**src/rtl/core/msp_pkg.sv**
```systemverilog
`timescale 1ns / 1ps

package msp_pkg;

  localparam int MotorCountDef = 15;
  localparam int GroupSizeDef  = 5;

  localparam int LevelW  = 15;
  localparam int HeightW = 16;
  localparam int DelayW  = 16;
  localparam int IndexW  = 4;
  localparam int DivW    = 8;
  localparam int CfgIdxW = 3;
  localparam int CfgW    = 16;

  localparam logic [HeightW-1:0] HeightLimitRst = 16'd345;
  localparam logic [DivW-1:0]    StepDividerRst = 8'd50;

  // item kinds
  localparam logic ACT_TICK  = 1'b0;
  localparam logic ACT_STORE = 1'b1;

  // register indexes
  localparam logic [CfgIdxW-1:0] REG_START_DELAY  = 3'd0;
  localparam logic [CfgIdxW-1:0] REG_GROUP1_DELAY = 3'd1;
  localparam logic [CfgIdxW-1:0] REG_GROUP2_DELAY = 3'd2;
  localparam logic [CfgIdxW-1:0] REG_HEIGHT_LIMIT = 3'd3;
  localparam logic [CfgIdxW-1:0] REG_STEP_DIVIDER = 3'd4;

  typedef struct packed {
    logic               action;
    logic [IndexW-1:0]  motor_index;
    logic [HeightW-1:0] target_height;
    logic [DelayW-1:0]  elapsed_delay;
  } in_t;

  typedef struct packed {
    logic [LevelW-1:0] pulse_levels;
    logic [LevelW-1:0] direction_levels;
  } out_t;

  // per-motor control from the top level
  typedef struct packed {
    logic               tick_en;
    logic               store_en;
    logic [HeightW-1:0] target;
    logic [HeightW-1:0] height_limit;
    logic [DivW-1:0]    step_divider;
  } motor_ctl_t;

  typedef struct packed {
    logic pulse;
    logic dir;
  } lvl_t;

endpackage

```
**src/rtl/core/multi_stepper_position_follower.sv**
```systemverilog
`timescale 1ns / 1ps

// Stepper position follower for MOTOR_COUNT motors in groups of GROUP_SIZE. A store beat
// sets one motor's target height; a tick beat compares its delay count with the group
// thresholds and advances every running motor of an enabled group at once, toggling its
// pulse level and moving its position one unit each step_divider+1 ticks. Every input beat
// gives one result beat carrying the pulse and direction levels after that beat. One beat
// is accepted per cycle while in_stall_o is low; a beat is held in the input register, and
// its motor update is done in a single pass as it moves into the output register.
// The output register lets the next beat be taken while a result still waits.
module multi_stepper_position_follower
  import msp_pkg::*;
#(
  parameter int MOTOR_COUNT = MotorCountDef,
  parameter int GROUP_SIZE  = GroupSizeDef
) (
  input  logic               clk_i,
  input  logic               rst_ni,
  input  logic               cfg_we_i,
  input  logic [CfgIdxW-1:0] cfg_index_i,
  input  logic [CfgW-1:0]    cfg_wdata_i,
  input  logic               in_valid_i,
  output logic               in_stall_o,
  input  in_t                in_data_i,
  output logic               out_valid_o,
  input  logic               out_stall_i,
  output out_t               out_data_o
);

  logic [DelayW-1:0]  start_delay_q, group1_delay_q, group2_delay_q;
  logic [HeightW-1:0] height_limit_q;
  logic [DivW-1:0]    step_divider_q;

  logic in_valid_q;
  in_t  in_q;
  logic out_valid_q;
  out_t out_q, out_d;
  logic advance;
  logic en0, en1, en2;

  logic [MOTOR_COUNT-1:0] cur_pulse, cur_dir, nxt_pulse, nxt_dir;

  always_ff @(posedge clk_i or negedge rst_ni) begin
    if (!rst_ni) begin
      start_delay_q  <= '0;
      group1_delay_q <= '0;
      group2_delay_q <= '0;
      height_limit_q <= HeightLimitRst;
      step_divider_q <= StepDividerRst;
    end else if (cfg_we_i) begin
      case (cfg_index_i)
        REG_START_DELAY:  start_delay_q  <= cfg_wdata_i[DelayW-1:0];
        REG_GROUP1_DELAY: group1_delay_q <= cfg_wdata_i[DelayW-1:0];
        REG_GROUP2_DELAY: group2_delay_q <= cfg_wdata_i[DelayW-1:0];
        REG_HEIGHT_LIMIT: height_limit_q <= cfg_wdata_i[HeightW-1:0];
        REG_STEP_DIVIDER: step_divider_q <= cfg_wdata_i[DivW-1:0];
        default: ;
      endcase
    end
  end

  // the held beat moves on whenever the output register is free or being emptied
  assign advance    = in_valid_q && (!out_valid_q || !out_stall_i);
  assign in_stall_o = in_valid_q && !advance;

  always_ff @(posedge clk_i or negedge rst_ni) begin
    if (!rst_ni) begin
      in_valid_q  <= 1'b0;
      out_valid_q <= 1'b0;
    end else begin
      if (!in_stall_o) begin
        in_valid_q <= in_valid_i;
      end
      if (advance) begin
        out_valid_q <= 1'b1;
      end else if (!out_stall_i) begin
        out_valid_q <= 1'b0;
      end
    end
  end

  always_ff @(posedge clk_i) begin
    if (!in_stall_o && in_valid_i) begin
      in_q <= in_data_i;
    end
    if (advance) begin
      out_q <= out_d;
    end
  end

  assign en0 = in_q.elapsed_delay > start_delay_q;
  assign en1 = en0 && (in_q.elapsed_delay > group1_delay_q);
  assign en2 = en1 && (in_q.elapsed_delay > group2_delay_q);

  for (genvar m = 0; m < MOTOR_COUNT; m++) begin : g_motor
    localparam int Grp = m / GROUP_SIZE;
    motor_ctl_t ctl;
    lvl_t       cur, nxt;
    logic       grp_en;

    if (Grp == 0) begin : g_g0
      assign grp_en = en0;
    end else if (Grp == 1) begin : g_g1
      assign grp_en = en1;
    end else begin : g_gn
      assign grp_en = en2;
    end

    assign ctl.tick_en      = advance && (in_q.action == ACT_TICK) && grp_en;
    assign ctl.store_en     = advance && (in_q.action == ACT_STORE)
                              && (int'(in_q.motor_index) == m);
    assign ctl.target       = in_q.target_height;
    assign ctl.height_limit = height_limit_q;
    assign ctl.step_divider = step_divider_q;

    msp_motor u_motor (
      .clk_i  (clk_i),
      .rst_ni (rst_ni),
      .ctl_i  (ctl),
      .cur_o  (cur),
      .nxt_o  (nxt)
    );

    assign cur_pulse[m] = cur.pulse;
    assign cur_dir[m]   = cur.dir;
    assign nxt_pulse[m] = nxt.pulse;
    assign nxt_dir[m]   = nxt.dir;
  end

  // only the first fifteen motors reach the result
  for (genvar b = 0; b < LevelW; b++) begin : g_lvl
    if (b < MOTOR_COUNT) begin : g_on
      assign out_d.pulse_levels[b]     = nxt_pulse[b];
      assign out_d.direction_levels[b] = nxt_dir[b];
    end else begin : g_off
      assign out_d.pulse_levels[b]     = 1'b0;
      assign out_d.direction_levels[b] = 1'b0;
    end
  end

  assign out_valid_o = out_valid_q;
  assign out_data_o  = out_q;

  // a waiting beat must move once the output side takes
  a_beat_moves: assert property (@(posedge clk_i) disable iff (!rst_ni)
    in_valid_q && !out_stall_i |=> out_valid_q)
    else $error("held beat did not reach output register");

  // a store beat moves no motor
  a_store_quiet: assert property (@(posedge clk_i) disable iff (!rst_ni)
    advance && (in_q.action == ACT_STORE) |->
      (nxt_pulse == cur_pulse) && (nxt_dir == cur_dir))
    else $error("store beat changed motor levels");

  // a tick at or below the start threshold moves no motor
  a_tick_gated: assert property (@(posedge clk_i) disable iff (!rst_ni)
    advance && (in_q.action == ACT_TICK) && !(in_q.elapsed_delay > start_delay_q) |->
      (nxt_pulse == cur_pulse) && (nxt_dir == cur_dir))
    else $error("motor moved with all groups disabled");

endmodule

```
**src/rtl/core/msp_motor.sv**
```systemverilog
`timescale 1ns / 1ps

module msp_motor
  import msp_pkg::*;
(
  input  logic       clk_i,
  input  logic       rst_ni,
  input  motor_ctl_t ctl_i,
  output lvl_t       cur_o,
  output lvl_t       nxt_o
);

  logic [HeightW-1:0] target_q, target_d;
  logic [HeightW-1:0] pos_q, pos_d;
  logic [DivW-1:0]    cnt_q, cnt_d;
  logic               dir_q, dir_d;
  logic               pulse_q, pulse_d;
  logic               active;
  logic [DivW:0]      cnt_inc;
  logic               step;

  assign active  = (target_q <= ctl_i.height_limit) && (target_q != pos_q);
  // nine bits so that a divider of 255 still steps
  assign cnt_inc = {1'b0, cnt_q} + {{DivW{1'b0}}, 1'b1};
  assign step    = cnt_inc > {1'b0, ctl_i.step_divider};

  always_comb begin
    target_d = target_q;
    pos_d    = pos_q;
    cnt_d    = cnt_q;
    dir_d    = dir_q;
    pulse_d  = pulse_q;
    if (ctl_i.store_en) begin
      target_d = ctl_i.target;
    end
    if (ctl_i.tick_en && active) begin
      pulse_d = ~pulse_q;
      if (step) begin
        cnt_d = '0;
        dir_d = target_q < pos_q;
        pos_d = dir_d ? pos_q - {{(HeightW-1){1'b0}}, 1'b1}
                      : pos_q + {{(HeightW-1){1'b0}}, 1'b1};
      end else begin
        cnt_d = cnt_inc[DivW-1:0];
      end
    end
  end

  always_ff @(posedge clk_i or negedge rst_ni) begin
    if (!rst_ni) begin
      target_q <= '0;
      pos_q    <= '0;
      cnt_q    <= '0;
      dir_q    <= 1'b0;
      pulse_q  <= 1'b0;
    end else begin
      target_q <= target_d;
      pos_q    <= pos_d;
      cnt_q    <= cnt_d;
      dir_q    <= dir_d;
      pulse_q  <= pulse_d;
    end
  end

  assign cur_o = '{pulse: pulse_q, dir: dir_q};
  assign nxt_o = '{pulse: pulse_d, dir: dir_d};

endmodule
```
**config.mk**
```make
export PLATFORM = sky130hd
export DESIGN_NAME = multi_stepper_position_follower
export DESIGN_NICKNAME = d
export VERILOG_FILES = /design/src/rtl/core/msp_pkg.sv /design/src/rtl/core/multi_stepper_position_follower.sv /design/src/rtl/core/msp_motor.sv
export SDC_FILE = /design/constraint.sdc
export NUM_CORES = 2
export LEC_CHECK = 0
export ABC_AREA = 0
export BUFFER_PORTS_ARGS = -buffer_cell sky130_fd_sc_hd__buf_2
export CORE_MARGIN = 1.5
export CORE_UTILIZATION = 45
export CTS_BUF_LIST = sky130_fd_sc_hd__clkbuf_2
export CTS_CLUSTER_SIZE = 12
export DETAILED_ROUTE_END_ITERATION = 7
export GPL_TIMING_DRIVEN = 0
export PLACE_DENSITY = 0.58
export SLEW_MARGIN = 20
export SYNTH_ARGS = -nofsm -noshare
export SYNTH_HDL_FRONTEND = slang
export SYNTH_HIERARCHICAL = 1
export SYNTH_SLANG_ARGS = --single-unit
```
**constraint.sdc**
```tcl
create_clock -name clk_i -period 13.3 [get_ports clk_i]
set_input_delay 0.665 -clock clk_i [delete_from_list [all_inputs] [get_ports clk_i]]
set_output_delay 0.665 -clock clk_i [all_outputs]
set_load 0.02 [all_outputs]
```
; Word-level counts from Yosys, hierarchy flattened
; Index checks and enable logic that the tools add are counted.
[totals]
latch_bits = 0
in_bits = 61
out_inout_bits = 32
register_bits = 771
rom_bits = 0
ram_bits = 0
wordCells = 390
memories = 0
[op_classes]
n_reduce_logical = 82
order_cmp = 48
n_shift = 0
bitwise_logic = 16
eq_ne = 34
add_sub_neg = 45
n_div = 0
mux = 77
n_mul = 0
[op_table]
columns = cell, n
row1 = adder 16 x 1 -> 16 bit (second input constant), 15
row2 = <= comparator 16 bit, 15
row3 = < comparator 16 bit, 15
row4 = two-way mux 16 bit, 15
row5 = != test 16 bit, 15
row6 = subtractor 16 x 1 -> 16 bit (second input constant), 15
row7 = adder 8 x 1 -> 9 bit (second input constant), 15
row8 = greater-than comparator 9 x 8 -> 1 bit, 15
row9 = two-way mux 8 bit, 15
row10 = logical AND 1 bit, 55
row11 = greater-than comparator 16 bit, 3
row12 = two-way mux 1 bit, 47
row13 = AND reduction 2 bit, 20
row14 = == test 4 bit (second input constant), 8
row15 = == test 4 x 3 -> 1 bit (second input constant), 4
row16 = NOT 1 bit, 16
row17 = == test 4 x 2 -> 1 bit (second input constant), 2
row18 = == test 3 x 2 -> 1 bit (second input constant), 2
row19 = zero test 1 bit, 4
row20 = zero test 4 bit, 1
row21 = == test 3 x 1 -> 1 bit (second input constant), 1
row22 = == test 3 bit (second input constant), 1
row23 = zero test 3 bit, 1
row24 = != test 2 x 1 -> 1 bit (second input constant), 1
row25 = logical OR 1 bit, 1

; Depth between registers and ports, before layout
[logic_depth]
ltp_word = 7
ltp_mapped = 15
ltp_nobuf = 15

; Modules after synthesis
; Netlist, hierarchy kept.
[modules_own_cells]
columns = mod, cells_per_inst, area_per_inst_um2, instances, seq_area_each_um2
row1 = msp_motor at g_motor[0].u_motor ..., 382, 3383.2, 8, 1051.0
row2 = msp_motor at g_motor[14].u_motor ..., 361, 3352.0, 6, 1051.0
row3 = multi_stepper_position_follower, 474, 6084.6, 1, 3873.7
row4 = msp_motor at g_motor[5].u_motor, 367, 3438.3, 1, 1051.0

; Worst setup path after synthesis
; Ideal clock, no wire load.
[synth_path]
path_kind = reg2reg
from = register g_motor[14].u_motor.target_q[14]
to = register g_motor[14].u_motor.pos_q[14]
setup_ns = 0.126
slack_ns = 8.521
arrival_ns = 4.653
path_stages_with_launch = 14
required_time_ns = 13.174
period_less_slack_ns = 4.779
path_buffers = 0
cell_sequence = dfrtp_1 ha_1 a21oi_1 nand2_1 a21o_1 a2111oi_1 ha_1 nor2b_1 o2111ai_1 a311oi_1 or4_1 a31oi_1 xor2_1 mux2i_1
[synth_via]
elab_chain_cells = 4
word_cells_on_any_way = 7
classes_between = order compare: 2 / eq/ne: 1 / mux: 1 / reduce/logical: 3
[synth_lines]
columns = element, line_no
row1 = "start, declared", msp_motor.sv:13  ; logic [HeightW-1:0] target_q, target_d;
row2 = "start signal, assigned", msp_motor.sv:57  ; target_q <= target_d;
row3 = <= comparator 16 bit / != test 16 bit (equally long branches), msp_motor.sv:22  ; assign active = (target_q <= ctl_i.height_limit) && (target_q != pos_q);
row4 = logical AND 1 bit, msp_motor.sv:22
row5 = logical AND 1 bit, msp_motor.sv:36  ; if (ctl_i.tick_en && active) begin
row6 = AND reduction 2 bit (no source line), --
row7 = "end signal, assigned", msp_motor.sv:58  ; pos_q <= pos_d;
row8 = "end, declared", msp_motor.sv:14  ; logic [HeightW-1:0] pos_q, pos_d;
; Several ways; a longest one is shown, not always the timed one.
; A chain may end at the register's enable or synchronous reset.

==> flow_metrics.py <==
metrics = {
    "run_status": {
        "status": "completed",
    },
    "final_layout": {
        "area_delta_synth_final_pct": 12.5,
        "fillerInstances": 11600,
        "nets": 7487,
        "drive_gt1_frac": 0.144,
        "layout_common_cells": "873 x ha_1, 735 x inv_1, 680 x dfrtp_1",
        "final_common_cell": "ha_1",
    },
    "sta": {
        "rsz0062_at_grt": "false",
        "worst_pin_slew_ps": 1150,
        "setup_viol": 0,
        "relSlewSlack": 0.231,
        "drv_slew": 0,
        "fin_crit_sh": 0.386,
        "post-route-min-period_ps": 5130,
        "finClkSkew_ps": 125,
        "hold_viol": 0,
        "whs_ps": 232,
        "clock.fmax_mhz": 195,
    },
    "min_path": {
        "holdPathStages": 3,
        "hold_path.class": "primary input to flop",
    },
    "critical_path": {
        "worstPathRequired_ps": 14610,
        "crit_buf_inv": 1,
        "r2r_cells": 11,
        "cp_top_family": "compound AO/OA/AOI/OAI gates",
        "cpPeakStageDelay_ps": 1010,
        "crit_fanout": 7,
        "crit_path_frequent_cell": "a21boi_0",
        "end_kind": "flop",
        "cp_slowest_cell": "nor4b_4",
        "rrSetupSlack_ps": 8170,
        "path_cells": "ha_1, nand4_2, nor4_2, a21boi_0, o31a_2, nor4b_4, a21boi_0, o21ai_0, a21oi_1, mux2_2, buf_4",
        "start_kind": "flop",
        "cp.depth": 11,
        "critPathArrivalTime_ps": 6440,
        "reg2reg_to": "out_data_o[14]$_DFFE_PP_",
        "crit_start": "in_q[15]$_DFFE_PP_",
        "reg2reg_from": "in_q[15]$_DFFE_PP_",
        "worstSetupEndpoint": "out_data_o[14]$_DFFE_PP_",
        "critPathKind": "flop to flop",
    },
    "global_routing": {
        "grt_pass1_vias": 45100,
        "grt_pass1_wl_um": 252000,
        "grt.total_usage": 0.253,
        "antenna_found_initial": 21,
        "grt_max_degree": 95,
        "gr-total-overflow": 0,
    },
    "placement": {
        "place_hpwl_um": 117000,
        "io_buffers": 92,
        "gp_congestion": 0.875,
    },
    "floorplan": {
        "fp.dieH_um": 357,
        "dieWidth_um": 357,
        "start_util": 0.455,
        "io_pins": 93,
        "core_area_um2": 124000,
        "die_area_um2": 128000,
        "fp-row-count": 129,
    },
    "detailed_routing": {
        "viasPerCell": 5.49,
        "drc_errors": 0,
        "wirelength_um": 161000,
        "post_drt_wl_per_cell_um": 19.3,
        "ant_nets": 0,
        "first_pass_iters": 6,
        "drtIter0Drc": 2657,
        "num_vias": 45900,
    },
    "clock_tree": {
        "cts_sinks": 771,
        "clockBufferDepth": 3,
        "cts_tree": "built",
        "numCtsBuffers": 218,
        "worstSkewPairLatency_ps": 1630,
        "clk_pin_slew_ps": 120,
        "cts_resized": 0,
        "cts_htree_levels": 4,
        "cts_root_buf": "clkbuf_2",
    },
    "synth": {
        "syn-instance-count": 6033,
        "syn_nets": 6982,
        "avgSynthCellArea_um2": 9.36,
        "yosysWarningCount": 6,
        "netlist_area_um2": 56500,
    },
    "power": {
        "p_total_uw": 11800,
        "swShare": 0.450,
        "combPwrFrac": 0.545,
        "seq_power_share": 0.298,
        "clockPowerShare": 0.157,
        "ir_drop_uv": 163,
        "p_leak_uw": 0.0311,
        "p_per_area_nw_per_um2": 185,
        "power.switching_uw": 5300,
        "intPower_uw": 6480,
    },
    "job": {
        "max_cap_viol_count": 0,
    },
}
-- worst min path at each step --
stage	startpoint	to	slack (ps)
after global routing	cfg_index_i[0]	step_divider_q[3]$_DFFE_PN0P_	70
after CTS	in_valid_i	g_motor[0].ctl[32]$_DFFE_PP_	0.4
after detailed placement	g_motor[14].u_motor/pulse_q$_DFF_PN0_	g_motor[14].u_motor/pulse_q$_DFF_PN0_	460
final	in_valid_i	g_motor[0].ctl[32]$_DFFE_PP_	230
after floorplan	rst_ni	g_motor[0].u_motor/cnt_q[0]$_DFFE_PN0P_	370
after global placement	g_motor[9].u_motor/pulse_q$_DFF_PN0_	g_motor[9].u_motor/pulse_q$_DFF_PN0_	460
-- through the flow --
step                setup TNS, ps  setup WS, ps  cells   util  instance area, µm²
floorplan                       0          8520   6033      -               56500
global placement         -3099000         -4640   7762  0.475               59000
detailed placement              0          8320   7824  0.485               60100
CTS                             0          8300   8350  0.512               63500
global route                    0          8040   8359  0.512               63500
finish                          0          8170   8362  0.512               63500
-- worst register-to-register path, stage by stage, from the launching register on --
cell and delay (ps):
edfxtp_1 480, ha_1 370, nand4_2 190, nor4_2 460, a21boi_0 230, o31a_2 420
nor4b_4 1010, a21boi_0 440, o21ai_0 250, a21oi_1 450, mux2_2 410, buf_4 160
-- sequential cells by signal, indices dropped and copies added (netlist names), 21 cells and up --
register and flops:
g_motor.u_motor/cnt_q 120, out_data_o 30, g_motor.u_motor/pos_q 240, g_motor.u_motor/target_q 240
in_q 21
-- layout make-up --
class / count / area, µm² / share of cell area
Clock inverter: 67 / 400 / 0.00630
Buffer: 131 / 731 / 0.0115
Sequential cell: 771 / 19700 / 0.309
Antenna cell: 12 / 30.0 / 0.000473
Clock buffer: 328 / 1640 / 0.0258
Inverter: 736 / 2770 / 0.0435
Tap cell: 1637 / 2050 / 0.0322
Timing Repair Buffer: 285 / 2900 / 0.0456
Multi-Input combinational cell: 4395 / 33400 / 0.525
-- repair_timing --
| item | in CTS | in global routing |
|---|---|---|
| hold buffers | 131 | 0 |
| hold endpoints to repair | 505 | 0 |
| buffers inserted | 0 | 0 |
-- routing by layer --
layer | global-route usage | part of all wire | up-vias
li1 | - | - | 22500
met4 | 0.0945 | 0.032 | 4
met1 | 0.348 | 0.47 | 22100
met3 | 0.0378 | 0.047 | 284
met2 | 0.403 | 0.45 | 975
met5 | 0 | 0.00013 | -
-- power groups by stage --
stage | sequential (µW) | combinational (µW) | clock [µW]
finish | 3510 | 6420 | 1850
global route | 3570 | 7310 | 2050
detailed placement | 3550 | 6310 | 0
CTS | 3510 | 6400 | 1940
global placement | 3610 | 6040 | 0
floorplan | 3290 | 4980 | 0
No activity file was read; power rests on OpenSTA's default activity.
